File: src/sv/dvpf_pkg.sv
// Shared types, register codes and constants of the dual velocity regulator.
package dvpf_pkg;

	localparam int SPEED_WIDTH_DEF    = 16;
	localparam int GAIN_FRAC_BITS_DEF = 8;

	localparam int GAIN_WIDTH      = 16;
	localparam int LIMIT_WIDTH     = 11;
	localparam int DRIVE_WIDTH     = 11;
	localparam int STEP_FRAC_BITS  = 16;
	localparam int CFG_INDEX_WIDTH = 3;
	localparam int CFG_DATA_WIDTH  = 16;

	localparam logic signed [DRIVE_WIDTH-1:0] PWM_MAX = 11'sd1023;
	localparam logic signed [DRIVE_WIDTH-1:0] PWM_MIN = -11'sd1023;

	localparam logic signed [LIMIT_WIDTH-1:0] INTEG_UPPER_RST = 11'sd50;
	localparam logic signed [LIMIT_WIDTH-1:0] INTEG_LOWER_RST = -11'sd50;

	localparam logic [CFG_INDEX_WIDTH-1:0] REG_FF_GAIN     = 3'd0;
	localparam logic [CFG_INDEX_WIDTH-1:0] REG_ACCEL_GAIN  = 3'd1;
	localparam logic [CFG_INDEX_WIDTH-1:0] REG_PROP_GAIN   = 3'd2;
	localparam logic [CFG_INDEX_WIDTH-1:0] REG_ISTEP_GAIN  = 3'd3;
	localparam logic [CFG_INDEX_WIDTH-1:0] REG_INTEG_UPPER = 3'd4;
	localparam logic [CFG_INDEX_WIDTH-1:0] REG_INTEG_LOWER = 3'd5;

	typedef struct packed {
		logic [GAIN_WIDTH-1:0]  ff_gain;
		logic [GAIN_WIDTH-1:0]  accel_gain;
		logic [GAIN_WIDTH-1:0]  prop_gain;
		logic [GAIN_WIDTH-1:0]  istep_gain;
		logic [LIMIT_WIDTH-1:0] integ_upper;
		logic [LIMIT_WIDTH-1:0] integ_lower;
	} cfg_t;

	typedef struct packed {
		logic load_s1;
		logic adv_s1;
		logic adv_s2;
	} pipe_ctl_t;

endpackage

File: src/sv/dvpf_if.sv


interface dvpf_cfg_if;
	logic                                 valid;
	logic                                 ready;
	logic [dvpf_pkg::CFG_INDEX_WIDTH-1:0] index;
	logic [dvpf_pkg::CFG_DATA_WIDTH-1:0]  data;
	modport source (output valid, index, data, input ready);
	modport sink (input valid, index, data, output ready);
endinterface

File: src/sv/dvpf_cfg.sv
// Configuration register file: gains and integrator limits.
module dvpf_cfg (
	input  logic              clk,
	input  logic              arst_n,
	dvpf_cfg_if.sink          cfg,
	output dvpf_pkg::cfg_t    regs
);

	dvpf_pkg::cfg_t regs_q;

	assign cfg.ready = 1'b1;
	assign regs      = regs_q;

	always_ff @(posedge clk or negedge arst_n) begin
		if (!arst_n) begin
			regs_q.ff_gain     <= '0;
			regs_q.accel_gain  <= '0;
			regs_q.prop_gain   <= '0;
			regs_q.istep_gain  <= '0;
			regs_q.integ_upper <= dvpf_pkg::INTEG_UPPER_RST;
			regs_q.integ_lower <= dvpf_pkg::INTEG_LOWER_RST;
		end else if (cfg.valid) begin
			unique case (cfg.index)
				dvpf_pkg::REG_FF_GAIN:     regs_q.ff_gain    <= cfg.data;
				dvpf_pkg::REG_ACCEL_GAIN:  regs_q.accel_gain <= cfg.data;
				dvpf_pkg::REG_PROP_GAIN:   regs_q.prop_gain  <= cfg.data;
				dvpf_pkg::REG_ISTEP_GAIN:  regs_q.istep_gain <= cfg.data;
				dvpf_pkg::REG_INTEG_UPPER:
					regs_q.integ_upper <= cfg.data[dvpf_pkg::LIMIT_WIDTH-1:0];
				dvpf_pkg::REG_INTEG_LOWER:
					regs_q.integ_lower <= cfg.data[dvpf_pkg::LIMIT_WIDTH-1:0];
				default: ;
			endcase
		end
	end

endmodule

File: src/flat_wrapper.sv
// flat-port wrapper written by rule: the top's interface ports become plain ports
module dvpf_cfg_flat 
  (clk, arst_n, regs, cfg_valid, cfg_index, cfg_data, cfg_ready);
  dvpf_cfg_if cfg_i ();
  input  logic clk;
  input  logic arst_n;
  output dvpf_pkg::cfg_t regs;
  input wire logic [$bits(cfg_i.valid)-1:0] cfg_valid;
  input wire logic [$bits(cfg_i.index)-1:0] cfg_index;
  input wire logic [$bits(cfg_i.data)-1:0] cfg_data;
  output wire logic [$bits(cfg_i.ready)-1:0] cfg_ready;
  assign cfg_i.valid = cfg_valid;
  assign cfg_i.index = cfg_index;
  assign cfg_i.data = cfg_data;
  assign cfg_ready = cfg_i.ready;
  dvpf_cfg u_core (.clk(clk), .arst_n(arst_n), .cfg(cfg_i), .regs(regs));
endmodule
File: config.mk
export PLATFORM = sky130hd
export DESIGN_NAME = dvpf_cfg_flat
export DESIGN_NICKNAME = d
export VERILOG_FILES = /design/src/sv/dvpf_pkg.sv /design/src/sv/dvpf_if.sv /design/src/sv/dvpf_cfg.sv /design/src/flat_wrapper.sv
export SDC_FILE = /design/constraint.sdc
export NUM_CORES = 1
export LEC_CHECK = 0
export ABC_AREA = 0
export BUFFER_PORTS_ARGS = -buffer_cell sky130_fd_sc_hd__buf_2
export CORE_MARGIN = 2
export CORE_UTILIZATION = 55
export CTS_BUF_LIST = sky130_fd_sc_hd__clkbuf_2 sky130_fd_sc_hd__clkbuf_4 sky130_fd_sc_hd__clkbuf_8
export CTS_CLUSTER_SIZE = 12
export DETAILED_ROUTE_END_ITERATION = 10
export GPL_ROUTABILITY_DRIVEN = 1
export HOLD_SLACK_MARGIN = 0.06
export PLACE_DENSITY = 0.95
export SYNTH_ARGS = -nofsm -noshare
export SYNTH_HDL_FRONTEND = slang
export SYNTH_SLANG_ARGS = --single-unit
File: constraint.sdc
create_clock -name clk -period 1.6 [get_ports clk]
set_input_delay 0.16 -clock clk [delete_from_list [all_inputs] [get_ports clk]]
set_output_delay 0.16 -clock clk [all_outputs]
set_load 0.01 [all_outputs]
Word-level counts from Yosys, hierarchy flattened
Cells that the tools add are included.

storage, ports and cells
  logic and storage cells = 18
  bits of input ports = 22
  flip-flop bits (word level) = 86
  bits in latches = 0
  ROM bits = 0
  memories kept = 0
  memory bits (writable) = 0

cells by class
  order comparisons = 0
  equal/unequal tests = 5
  bitwise operators = 0
  shifts and indexed selects = 0
  div/mod/pow operators = 0
  $mul = 0
  reduce and logical (&&, ||, !) cells = 7
  add/sub/neg operators = 0
  multiplexer cells = 0

operators with widths
  kind                count
  $reduce_and 2->1    6
  $eq 3x2->1 const B  2
  $eq 3x3->1 const B  2
  $eq 3x1->1 const B  1
  $logic_not 3->1     1

Longest topological paths before layout
  word-level depth = 2
  depth in mapped cells = 4
  gate-level depth less buffers = 2

Worst setup path before layout
OpenSTA, ideal clock, no wires.

  path kind = input port to flip-flop
  start = input port cfg_index[1]
  end = register u_core.regs_q, in the netlist u_core.regs[75]
  cell stages on the path = 3
  arrival = 1.120 ns
  library setup time = 0.125 ns
  path buffers = 1
  path slack = 0.355 ns
  data required time = 1.475 ns
  path through = nor4b_4 -> buf_6 -> mux2_2

on the way
  longest elaborated chain between the ends = 2

RTL lines
  element                     line               source
  start, declared             flat_wrapper.sv:9  input wire logic [$bits(cfg_i.index)-1:0] cfg_index;
  $logic_not 3->1             dvpf_cfg.sv:23     unique case (cfg.index)
  $reduce_and 2->1 (no line)  n/a
  end, declared               dvpf_cfg.sv:9      dvpf_pkg::cfg_t regs_q;

No other way between the ends.
A chain may end at the register's enable or synchronous reset.

Worst setup path in the final report
  start = input port cfg_index[2]
  end = register u_core.regs_q, in the netlist u_core.regs[35]

on the way
  longest elaborated chain between the ends = 2

RTL lines
  element                     line
  $eq 3x2->1                  dvpf_cfg.sv:23
  $reduce_and 2->1 (no line)  n/a

No other way between the ends.

==> metrics.cfg <==
[yosys]
synth.net_count = 210
synth_area_leaders = dfrtp_1, mux2_2, dfstp_2
synthFlopType = dfrtp_1
ys_seq_area_share_pct = 65.57
synth_cells = 188
yosysTopAreaCell = dfrtp_1
synthesis.area_um2 = 3303
synth_cell_types = 15
yosys_warnings = 0
syn_area_per_cell_um2 = 17.57
async_reset_ff_share_pct = 100.0
synth_most_common_cell = mux2_2
synth_common_cells = mux2_2, dfrtp_1, dfstp_2
ys_ff_latch = 86
synth-edff-count = 0
yosysTopAreaCellShare_pct = 56.82

[cts]
clock_path_buffers = 2
insertion_delay_ns = 0.33
cts_root_buffer = clkbuf_8
cts_tree = built
cts_resized = 0
cts.clk_slew.worst_paths_ns = 0.09
htree_levels = 3
cts_inserted_buffers = 9
clock-sinks = 86

[setup_path]
start_kind = primary input
critPathSlowestCell = nand4b_2
cp_num_buf_inv = 1
crit_fanout = 16
critical_path_class = primary input to flip-flop
end_kind = flip-flop
arrival_ns = 1.44
critical_path.max_stage_delay_ns = 0.64
worstPathRequired_ns = 1.82
path_cells = buf_2, nand4b_2, mux2_2
crit_family = simple AND/OR/NAND/NOR gates

[finish]
nFillCells = 395
largest_reg_flops = 86
instances_no_fill = 387
area_growth_syn_to_layout_pct = 26.40
regArea_um2 = 2166
diodes = 0
multi_input_area_um2 = 1077
fin_util_pct = 71.36
nNetsFinal = 329
drive_above_1_share_pct = 74.04

[die]
start_util_pct = 56.46
num_rows = 28
die_x_um = 81.50
core_area_um2 = 5851
die_h_um = 81.50
dieArea_um2 = 6641
ios = 109

[grt]
use_met1_pct = 28.20
grt.total_usage_pct = 22.11
grt_util_met2_pct = 35.66
overflow = 0
busiest_layer = met2
antenna_found_initial = 0
grt_max_degree = 42
grt_pass1_wl_mm = 10.73
globalRouteMet3Util_pct = 5.714
grt_pass1_vias = 2129

[placement]
place_inst = 370
hpwl_mm = 4.890
routabilityCongestion = 0.7147
place_ws_ns = 0.005487
io_buffers = 107

[timing]
fin_crit_sh_pct = 76.26
hold_viol_final = 0
rsz0062_at_grt = no
skew_ns = 0
setup_viol = 0
setup_ws_ns = 0.3798
fin_crit_ns = 1.220
fmax_mhz = 819.6
max-slew-margin-rel_pct = 56.48
setup-tns-final_ns = 0
tightest_slew_ns = 0.6504
slew_violations = 0

[route]
via_count = 2021
firstDrtPassIters = 4
wirelength_mm = 6.899
routed_via_density = 5.222
wl_per_cell_um = 17.83
drc = 0
drt-initial-drc-count = 108
antenna_left = 0

[run]
drv_cap = 0

[pwr]
p_leak_nw = 2.019
ir_drop_mv = 0.8112
p_per_area_nw_per_um2 = 1409

[min_path]
min_path_type = primary input to flip-flop

[run_status]
status = finished clean

[repair_timing]
item,CTS,global route
buffers inserted,0,0
endpoints found under the hold margin,25,0
hold buffers,1,0
[area by class of cell]
type                    instances  area share [%]
clock inverters                 3           1.049
repair buffers                117           15.04
well taps                      75           2.248
multi-input cells              93           25.80
flip-flops and latches         86           51.87
clock buffers                  13           3.986
[per-stage QoR]
step | area, um2 | hold slack (ns) | power (mW)
4_1_cts | 4175 | 0.08236 | 5.932
5_1_grt | 4175 | 0.08514 | 6.184
3_3_place_gp | 3955 | 0.08793 | 4.296
2_1_floorplan | 3303 | -0.1356 | 3.663
3_5_place_dp | 3955 | 0.09067 | 4.383
6_report | 4175 | 0.09664 | 5.884
[path summary, 6_finish.rpt]
path                                             startpoint                           to  slack (ns)  cells past startpoint
worst max-delay path                           cfg_index[2]  u_core.regs[35]$_DFFE_PN0P_        0.38                      3
worst min-delay path                           cfg_data[12]  u_core.regs[50]$_DFFE_PN0P_         0.1                      2
worst max register to register  u_core.regs[46]$_DFFE_PN0P_  u_core.regs[46]$_DFFE_PN0P_        0.80                      1
worst min register to register  u_core.regs[48]$_DFFE_PN0P_  u_core.regs[48]$_DFFE_PN0P_        0.50                      1
max in group asynchronous                            arst_n   u_core.regs[9]$_DFFE_PN1P_        0.69                      3
min in group asynchronous                            arst_n  u_core.regs[30]$_DFFE_PN0P_        0.27                      2
[metal layers]
layer | routed length (um) | vias to the layer above
met2 | 3312 | 76
met4 | 112 | 0
met1 | 3009 | 1031
met5 | 0 | -
li1 | - | 904
met3 | 464 | 10
[report_power, final]
part	internal (mW)	total [mW]	switching, mW
clock	0.844	1.56	0.719
combinational	0.721	1.38	0.663
sequential	2.69	2.94	0.242
total	4.26	5.88	1.62
[logic make-up (layout without fill, tap and decap cells)]
group / count (synthesis) / in the layout / share of synthesized area, %
buffers and inverters: 9 / 133 / 2.272
AND/OR/NAND/NOR: 6 / 6 / 2.500
flip-flops: 86 / 86 / 65.57
multiplexers: 86 / 86 / 29.55
other: 1 / 1 / 0.1135
[placed cells by master (no fill, tap or decap), types with 2 or more instances in the layout]
cell and instances:
buf_4 9, clkbuf_4 2, mux2_2 82, dfstp_2 11, buf_2 106, dfrtp_1 75, mux2_4 2, clkbuf_8 11
mux2_1 2
(Power assumes the default switching activity.)
