**src/sv/dvpf_pkg.sv**
```systemverilog
// Shared types, register codes and constants of the dual velocity regulator.
package dvpf_pkg;

	localparam int SPEED_WIDTH_DEF    = 16;
	localparam int GAIN_FRAC_BITS_DEF = 8;

	localparam int GAIN_WIDTH      = 16;
	localparam int LIMIT_WIDTH     = 11;
	localparam int DRIVE_WIDTH     = 11;
	localparam int STEP_FRAC_BITS  = 16;
	localparam int CFG_INDEX_WIDTH = 3;
	localparam int CFG_DATA_WIDTH  = 16;

	localparam logic signed [DRIVE_WIDTH-1:0] PWM_MAX = 11'sd1023;
	localparam logic signed [DRIVE_WIDTH-1:0] PWM_MIN = -11'sd1023;

	localparam logic signed [LIMIT_WIDTH-1:0] INTEG_UPPER_RST = 11'sd50;
	localparam logic signed [LIMIT_WIDTH-1:0] INTEG_LOWER_RST = -11'sd50;

	localparam logic [CFG_INDEX_WIDTH-1:0] REG_FF_GAIN     = 3'd0;
	localparam logic [CFG_INDEX_WIDTH-1:0] REG_ACCEL_GAIN  = 3'd1;
	localparam logic [CFG_INDEX_WIDTH-1:0] REG_PROP_GAIN   = 3'd2;
	localparam logic [CFG_INDEX_WIDTH-1:0] REG_ISTEP_GAIN  = 3'd3;
	localparam logic [CFG_INDEX_WIDTH-1:0] REG_INTEG_UPPER = 3'd4;
	localparam logic [CFG_INDEX_WIDTH-1:0] REG_INTEG_LOWER = 3'd5;

	typedef struct packed {
		logic [GAIN_WIDTH-1:0]  ff_gain;
		logic [GAIN_WIDTH-1:0]  accel_gain;
		logic [GAIN_WIDTH-1:0]  prop_gain;
		logic [GAIN_WIDTH-1:0]  istep_gain;
		logic [LIMIT_WIDTH-1:0] integ_upper;
		logic [LIMIT_WIDTH-1:0] integ_lower;
	} cfg_t;

	typedef struct packed {
		logic load_s1;
		logic adv_s1;
		logic adv_s2;
	} pipe_ctl_t;

endpackage

```
**src/sv/dvpf_chan.sv**
```systemverilog
// One motor channel: input register, term products, integrator and drive register.
module dvpf_chan #(
	parameter int SPEED_WIDTH    = dvpf_pkg::SPEED_WIDTH_DEF,
	parameter int GAIN_FRAC_BITS = dvpf_pkg::GAIN_FRAC_BITS_DEF
) (
	input  logic                                    clk,
	input  logic                                    arst_n,
	input  dvpf_pkg::pipe_ctl_t                     ctl,
	input  dvpf_pkg::cfg_t                          regs,
	input  logic signed [SPEED_WIDTH-1:0]           target,
	input  logic signed [SPEED_WIDTH-1:0]           speed,
	output logic signed [dvpf_pkg::DRIVE_WIDTH-1:0] drive
);

	localparam int W      = SPEED_WIDTH;
	localparam int F      = GAIN_FRAC_BITS;
	localparam int GW     = dvpf_pkg::GAIN_WIDTH;
	localparam int LW     = dvpf_pkg::LIMIT_WIDTH;
	localparam int DW     = dvpf_pkg::DRIVE_WIDTH;
	localparam int SH     = dvpf_pkg::STEP_FRAC_BITS - F;
	localparam int ERR_W  = W + 1;
	localparam int ESUM_W = W + 2;
	localparam int FF_W   = GW + W;
	localparam int AC_W   = GW + ERR_W;
	localparam int ST_W   = GW + 1 + ESUM_W;
	localparam int INT_W  = LW + F + 1;
	localparam int SUMI_W = ((ST_W > INT_W) ? ST_W : INT_W) + 1;
	localparam int TOT_W  = ((AC_W > INT_W) ? AC_W : INT_W) + 2;
	localparam logic signed [ST_W-1:0]  STEP_HALF  = ST_W'((1 << SH) >> 1);
	localparam logic signed [TOT_W-1:0] DRIVE_HALF = TOT_W'(1 << (F - 1));

	logic signed [W-1:0]      tgt_s1, spd_s1, last_tgt_q;
	logic signed [ERR_W-1:0]  err, dtgt, last_err_q;
	logic signed [ESUM_W-1:0] esum;
	logic signed [FF_W-1:0]   ff_x, ff_y, ff_s2;
	logic signed [AC_W-1:0]   ac_x, ac_y, ac_s2, p_x, p_y, p_s2;
	logic signed [ST_W-1:0]   st_x, st_y, st_s2, step_r;
	logic signed [SUMI_W-1:0] isum, lim_lo, lim_hi;
	logic signed [INT_W-1:0]  integ_q, integ_nx;
	logic signed [TOT_W-1:0]  total, rnd;
	logic signed [DW-1:0]     drive_nx, drive_q;

	// stage 1: error, target change and the four products
	assign err  = {tgt_s1[W-1], tgt_s1} - {spd_s1[W-1], spd_s1};
	assign dtgt = {tgt_s1[W-1], tgt_s1} - {last_tgt_q[W-1], last_tgt_q};
	assign esum = {err[ERR_W-1], err} + {last_err_q[ERR_W-1], last_err_q};

	assign ff_x = FF_W'($signed(regs.ff_gain));
	assign ff_y = FF_W'(tgt_s1);
	assign ac_x = AC_W'($signed(regs.accel_gain));
	assign ac_y = AC_W'(dtgt);
	assign p_x  = AC_W'($signed(regs.prop_gain));
	assign p_y  = AC_W'(err);
	assign st_x = ST_W'($signed({1'b0, regs.istep_gain}));
	assign st_y = ST_W'(esum);

	// stage 2: integrator update with clamp, then round and saturate
	assign step_r = (st_s2 + STEP_HALF) >>> SH;
	assign isum   = SUMI_W'(integ_q) + SUMI_W'(step_r);
	assign lim_lo = SUMI_W'($signed(regs.integ_lower)) <<< F;
	assign lim_hi = SUMI_W'($signed(regs.integ_upper)) <<< F;

	always_comb begin
		// with crossed limits, a sum below the lower limit takes it and any other sum takes the upper
		if (isum < lim_lo) begin
			integ_nx = INT_W'(lim_lo);
		end else if (isum > lim_hi) begin
			integ_nx = INT_W'(lim_hi);
		end else begin
			integ_nx = INT_W'(isum);
		end
	end

	assign total = TOT_W'(ff_s2) + TOT_W'(ac_s2) + TOT_W'(p_s2) + TOT_W'(integ_nx);
	assign rnd   = (total + DRIVE_HALF) >>> F;

	always_comb begin
		if (rnd > TOT_W'(dvpf_pkg::PWM_MAX)) begin
			drive_nx = dvpf_pkg::PWM_MAX;
		end else if (rnd < TOT_W'(dvpf_pkg::PWM_MIN)) begin
			drive_nx = dvpf_pkg::PWM_MIN;
		end else begin
			drive_nx = rnd[DW-1:0];
		end
	end

	assign drive = drive_q;

	always_ff @(posedge clk) begin
		if (ctl.load_s1) begin
			tgt_s1 <= target;
			spd_s1 <= speed;
		end
		if (ctl.adv_s1) begin
			ff_s2 <= ff_x * ff_y;
			ac_s2 <= ac_x * ac_y;
			p_s2  <= p_x * p_y;
			st_s2 <= st_x * st_y;
		end
		if (ctl.adv_s2) begin
			drive_q <= drive_nx;
		end
	end

	always_ff @(posedge clk or negedge arst_n) begin
		if (!arst_n) begin
			last_tgt_q <= '0;
			last_err_q <= '0;
			integ_q    <= '0;
		end else begin
			if (ctl.adv_s1) begin
				last_tgt_q <= tgt_s1;
				last_err_q <= err;
			end
			if (ctl.adv_s2) begin
				integ_q <= integ_nx;
			end
		end
	end

endmodule

```
**config.mk**
```make
export PLATFORM = sky130hd
export DESIGN_NAME = dvpf_chan
export DESIGN_NICKNAME = d
export VERILOG_FILES = /design/src/sv/dvpf_pkg.sv /design/src/sv/dvpf_chan.sv
export SDC_FILE = /design/constraint.sdc
export NUM_CORES = 2
export LEC_CHECK = 0
export BUFFER_PORTS_ARGS = -buffer_cell sky130_fd_sc_hd__buf_2
export CAP_MARGIN = 10
export CORE_AREA = 5 5 389 391
export CTS_CLUSTER_SIZE = 16
export DETAILED_ROUTE_END_ITERATION = 8
export DIE_AREA = 0 0 394 396
export PLACE_DENSITY_LB_ADDON = 0.08
export SLEW_MARGIN = 20
export SYNTH_ARGS = -nofsm -noshare
export SYNTH_HDL_FRONTEND = slang
export SYNTH_SLANG_ARGS = --single-unit
export TNS_END_PERCENT = 5
```
**constraint.sdc**
```tcl
create_clock -name clk -period 24 [get_ports clk]
set_clock_uncertainty 0.15 [all_clocks]
set_input_delay 1.2 -clock clk [delete_from_list [all_inputs] [get_ports clk]]
set_output_delay 1.2 -clock clk [all_outputs]
set_load 0.1 [all_outputs]
```
* After elaboration in Yosys (flattened, before gate mapping)
Index checks and enable logic that the tools add are counted.
** Word-level totals
- Register bits after elaboration :: 229
- Input bits :: 123
- Output and inout port bits :: 11
- Word-level logic and storage cells :: 32
** Cells by class
- Add/sub/neg operators :: 9
- Multiply operators :: 4
- Magnitude comparators :: 4
- Mux-type cells :: 3
- Reduce and logical (&&, ||, !) cells :: 1
** Operators with widths (count)
- adder 35 x 9 -> 35 bit, second input constant :: 2
- multiplier 16 x 17 -> 33 bit :: 2
- two-way mux 20 bit :: 2
- adder 34 x 33 -> 35 bit :: 1
- adder 35 x 20 -> 35 bit :: 1
- multiplier 17 x 18 -> 35 bit :: 1
- adder 32 x 33 -> 34 bit :: 1
- subtractor 16 x 16 -> 17 bit :: 2
- multiplier 16 x 16 -> 32 bit :: 1
- adder 20 x 27 -> 28 bit :: 1
- > comparator 28 x 19 -> 1 bit :: 1
- less-than comparator 28 x 19 -> 1 bit :: 1
- > comparator 27 x 11 -> 1 bit, second input constant :: 1
- less-than comparator 27 x 11 -> 1 bit, second input constant :: 1
- adder 17 x 17 -> 18 bit :: 1
- two-way mux 11 bit :: 1
- OR reduction 2 bit :: 1

* Depth between registers and ports, before layout
- Depth after elaboration :: 9
- Gate-level depth with buffers :: 50
- Gate-level depth less buffers :: 47

* Worst setup path after synthesis
No wires, ideal clock.
- Kind :: flip-flop to flip-flop
- Start point :: register tgt_s1[0]
- End point :: register st_s2[34] (data pin)
- Library setup time :: 0.260 ns
- Data arrival time :: 10.848 ns
- Data required time :: 23.590 ns
- Path slack :: 12.742 ns
- Cell stages (with the launch flop) :: 46
- Buffers on the path :: 4
- Clock period less this slack :: 11.258 ns
- Cells stage by stage :: edfxtp_1 clkbuf_1 inv_1 ha_1 inv_1 fa_1 a21o_1 a21oi_1 xnor2_1 clkbuf_1 ha_1 a21boi_0 o21ai_0 a21boi_0 o21ai_0 a21boi_0 o21ai_0 a21boi_0 (+10 left out) fa_1 fa_1 fa_1 inv_1 fa_1 ha_1 nand3_1 or2_2 o311ai_0 a31o_2 o41a_1 a41o_1 o211a_1 o21a_1 o21a_1 or3_1 a31oi_1 xnor2_1
** On the way
- Word-level cells in the longest chain between the ends :: 3
** Ends and longest elaborated chain
- start: declaration :: line dvpf_chan.sv:32 : logic signed [W-1:0] tgt_s1, spd_s1, last_tgt_q;
- start signal: assignment :: line dvpf_chan.sv:91 : tgt_s1 <= target;
- subtractor 16 x 16 -> 17 bit :: line dvpf_chan.sv:44 : assign err = {tgt_s1[W-1], tgt_s1} - {spd_s1[W-1], spd_s1};
- net err[4] :: line dvpf_chan.sv:33 : logic signed [ERR_W-1:0] err, dtgt, last_err_q;
- adder 17 x 17 -> 18 bit :: line dvpf_chan.sv:46 : assign esum = {err[ERR_W-1], err} + {last_err_q[ERR_W-1], last_err_q};
- multiplier 17 x 18 -> 35 bit :: line dvpf_chan.sv:98 : st_s2 <= st_x * st_y;
- end signal: assignment :: line dvpf_chan.sv:98
- end: declaration :: line dvpf_chan.sv:37 : logic signed [ST_W-1:0] st_x, st_y, st_s2, step_r;
The timed path passes the listed nets, and every way through them passes these cells.
A chain may end at the register's enable or synchronous reset.

* Worst setup path in the final report
- Start point :: register tgt_s1[0]
- End point :: register st_s2[34] (data pin)
** On the way
- Word-level cells in the longest chain between the ends :: 3
** Ends and longest elaborated chain (line)
- subtractor 16 x 16 -> 17 bit :: dvpf_chan.sv:44
- adder 17 x 17 -> 18 bit :: dvpf_chan.sv:46
- multiplier 17 x 18 -> 35 bit :: dvpf_chan.sv:98
Every way passes these cells.

==> results.md <==
* Max Freq at 77.6 MHz
* Nets at 8141
* Drt initial violations at 2334
* Max clock buf depth at 3
* Gates resized, CTS repair at 0
* Clock root cell: clkbuf_16
* Met2 Track Usage GR at 38.1%
* Worst Hold Path EP: last_err_q[16]
* Slowest stage delay, CP at 0.79 ns
* Layer with the highest usage: met2
* Register area share after synthesis at 10.9%
* CP required at 24.21 ns
* Most frequent cells in the layout: inv_1, fa_1, nand2_1
* # H-tree levels at 1
* CTS Buf Count at 30
* Global-route wire length before repair at 270000 um
* Layout area overhead at 6.44%
* Crit-path most repeated cell: fa_1
* Yosys reg bits at 222
* Syn_area_per_cell at 9.23 um^2
* Final min period at 12.88 ns
* Rows at 141
* Worst setup EP type: flip-flop
* Vias per cell at 5.13
* Layout cells sized above 1 at 5.23%
* Vias at 42500
* Post-Synth Adder-Cell Area at 51.3%
* Hold_sp: last_err_q[16]
* CTS tree: built
* Port bufs at 133
* WP data arrival at 13.09 ns
* Multi-input logic area at 45900 um^2
* Most common cell after layout, fill and taps aside: inv_1
* Pre-antenna DRT Iters at 6
* Post-DP HPWL at 135000 um
* Gr ovfl total at 0
* Synth Net Count at 8162
* Crit path max-delay cell type: and2_0
* Max Slew Vio Count at 0
* Status: complete, no violations
* Count of mapped cells out of synthesis at 6343
* Post-synth cell types at 83
* Number of global-route vias before repair at 46300
* Post-synthesis cell area at 58500 um^2
* I/O pin count at 134
* Met1 Resource Use GR at 30.2%
* Hold Crit Depth at 1
* Clock Sinks at 222
* Setup Buffers After CTS at 0
* Routed WL at 168000 um
* # DRC at 0
* Worst reg2reg path depth at 43
* Worst slew pin tran at 1.09 ns
* Synth Area in Compound Gates at 8.02%
* Largest net degree at the start of global routing at 93
* Crit Path Max Fanout at 33
* Gr usage total at 22.0%
* FF-to-FF Start: tgt_s1[0]
* Syn. warnings at 0
* Post-Synth XOR/XNOR Area at 3.29%
* Worst rel slew slack at 26.7%
* Core Box Area at 147000 um^2
* Initial Util at 39.8%
* Die footprint at 156000 um^2
* Min-Delay Path Class: reg2reg
* Register area at 6400 um^2
* Max-cap viol count at 0
* Routed WL per cell at 20.3 um
* Largest family of logic cells by synthesized area: adder cells
* Initial antenna violation count at 2
* Skew-Pair Late Insertion Delay at 0.63 ns
* Crit share post-route at 53.7%
* Reg2reg setup slack at 11.12 ns
* Top_reg_cell synth: edfxtp_1
* Final setup fails at 0
* RSZ-0062 raised after global routing: no
* Die height at 396 um
* Async set-reset flop share out of synthesis at 23.9%
* Critical path class: reg2reg
* Routed Antenna Nets at 0
* Worst-path clk slew at 0.06 ns
* Multiplexer share of the synthesized area at 0.763%
* Fillers at 14700
* Final Hold Fails at 0
* Worst setup SP type: flip-flop
* Setup TNS at 0 ns
* # hold bufs at CTS at 0
* Die X at 394 um
* Placer Congestion at 0.884
* Post-synth EDFFs at 169
* Critical R2R Capture: st_s2[34]
* Post-synthesis simple-gate area fraction at 14.9%
* Met3 global-route usage at 2.28%
[kinds of logic (layout without fill, tap and decap cells)]
kind of cell | after synthesis | count (layout)
flops | 222 | 222
mux | 41 | 41
compound gates | 686 | 686
fa+ha+maj | 1696 | 1696
other cells | 0 | 1
xor+xnor | 220 | 220
simple gates | 1801 | 1801
buf+inv | 1677 | 1679
[per-stage QoR]
step,cells,hold slack (ns),area (um^2),worst slack (ns),utilization [%]
floorplan,6343,0.335,58500,12.74,-
detailed placement,8220,0.352,61300,11.15,41.6
CTS,8275,0.368,62300,11.11,42.3
finish,8276,0.362,62300,11.12,42.3
global placement,8220,0.347,61300,11.23,41.6
global route,8275,0.374,62300,10.18,42.3
[layout make-up]
cell class | count | area share, %
Antenna cell | 1 | 0.00402
Clock buffer | 40 | 1.35
Clock inverter | 15 | 0.269
Inverter | 1417 | 8.54
Multi-Input combinational cell | 4444 | 73.7
Sequential cell | 222 | 10.3
Tap cell | 1930 | 3.88
Timing Repair Buffer | 207 | 1.97
[sequential cells by signal, summed over array words and instances (netlist names)]
register,cells
last_err_q,17
last_tgt_q,16
ff_s2,32
integ_q,20
drive,11
st_s2,28
spd_s1,16
tgt_s1,16
ac_s2,33
p_s2,33
[synthesized netlist by cell type (all sizes together), types with 7 or more instances]
cell / count / share of area, %
o32ai: 21 / 0.31
o21bai: 24 / 0.31
a211o: 9 / 0.13
buf: 10 / 0.064
a21oi: 166 / 1.4
o311ai: 9 / 0.13
a21o: 61 / 0.78
a31oi: 18 / 0.20
nand3b: 7 / 0.090
fa: 1175 / 40
mux2: 26 / 0.50
o32a: 11 / 0.19
o21ai: 130 / 1.1
o2111ai: 9 / 0.13
clkbuf: 250 / 1.6
o31a: 11 / 0.16
a21boi: 21 / 0.29
ha: 521 / 11
o31ai: 21 / 0.27
xor2: 42 / 0.63
mux2i: 15 / 0.26
edfxtp: 169 / 8.7
o211ai: 29 / 0.42
a211oi: 33 / 0.44
or2: 10 / 0.11
nor4: 8 / 0.096
nor2b: 53 / 0.57
nor3: 70 / 0.61
nor2: 212 / 1.4
nand4: 35 / 0.37
nand2: 768 / 4.9
nand2b: 63 / 0.67
inv: 1417 / 9.1
and2: 382 / 4.1
and3: 53 / 0.57
nand3: 92 / 0.79
a311oi: 31 / 0.46
xnor2: 178 / 2.7
o21a: 21 / 0.27
dfrtp: 53 / 2.3
or3: 19 / 0.20
[worst max-delay path by stage]
stage | from | end | slack, ns | depth (start not counted)
6_report | tgt_s1[0] | st_s2[34] | 11.12 | 43
3_3_place_gp | tgt_s1[0] | st_s2[34] | 11.23 | 46
2_1_floorplan | tgt_s1[0] | st_s2[34] | 12.74 | 45
5_1_grt | tgt_s1[0] | st_s2[34] | 10.18 | 43
3_5_place_dp | tgt_s1[0] | st_s2[34] | 11.15 | 46
4_1_cts | tgt_s1[0] | st_s2[34] | 11.11 | 46
[metal layers]
metal  routed length [um]  vias to the layer above
li1                     -                    19600
met1                76300                    21800
met2                81300                      870
met3                 6420                      183
met4                 4190                        2
met5                   19                        -
[worst max-delay path: cells and delay by family (launching register included)]
kind	cells	cell delay (ns)
compound gates	20	4.66
fa+ha+maj	10	4.27
simple gates	4	1.45
buf+inv	7	1.07
flops	1	0.62
xor+xnor	2	0.37
Power is left out: the tool's default activity adds up to more than one toggle a clock period on the data nets, which glitch-free logic cannot reach.
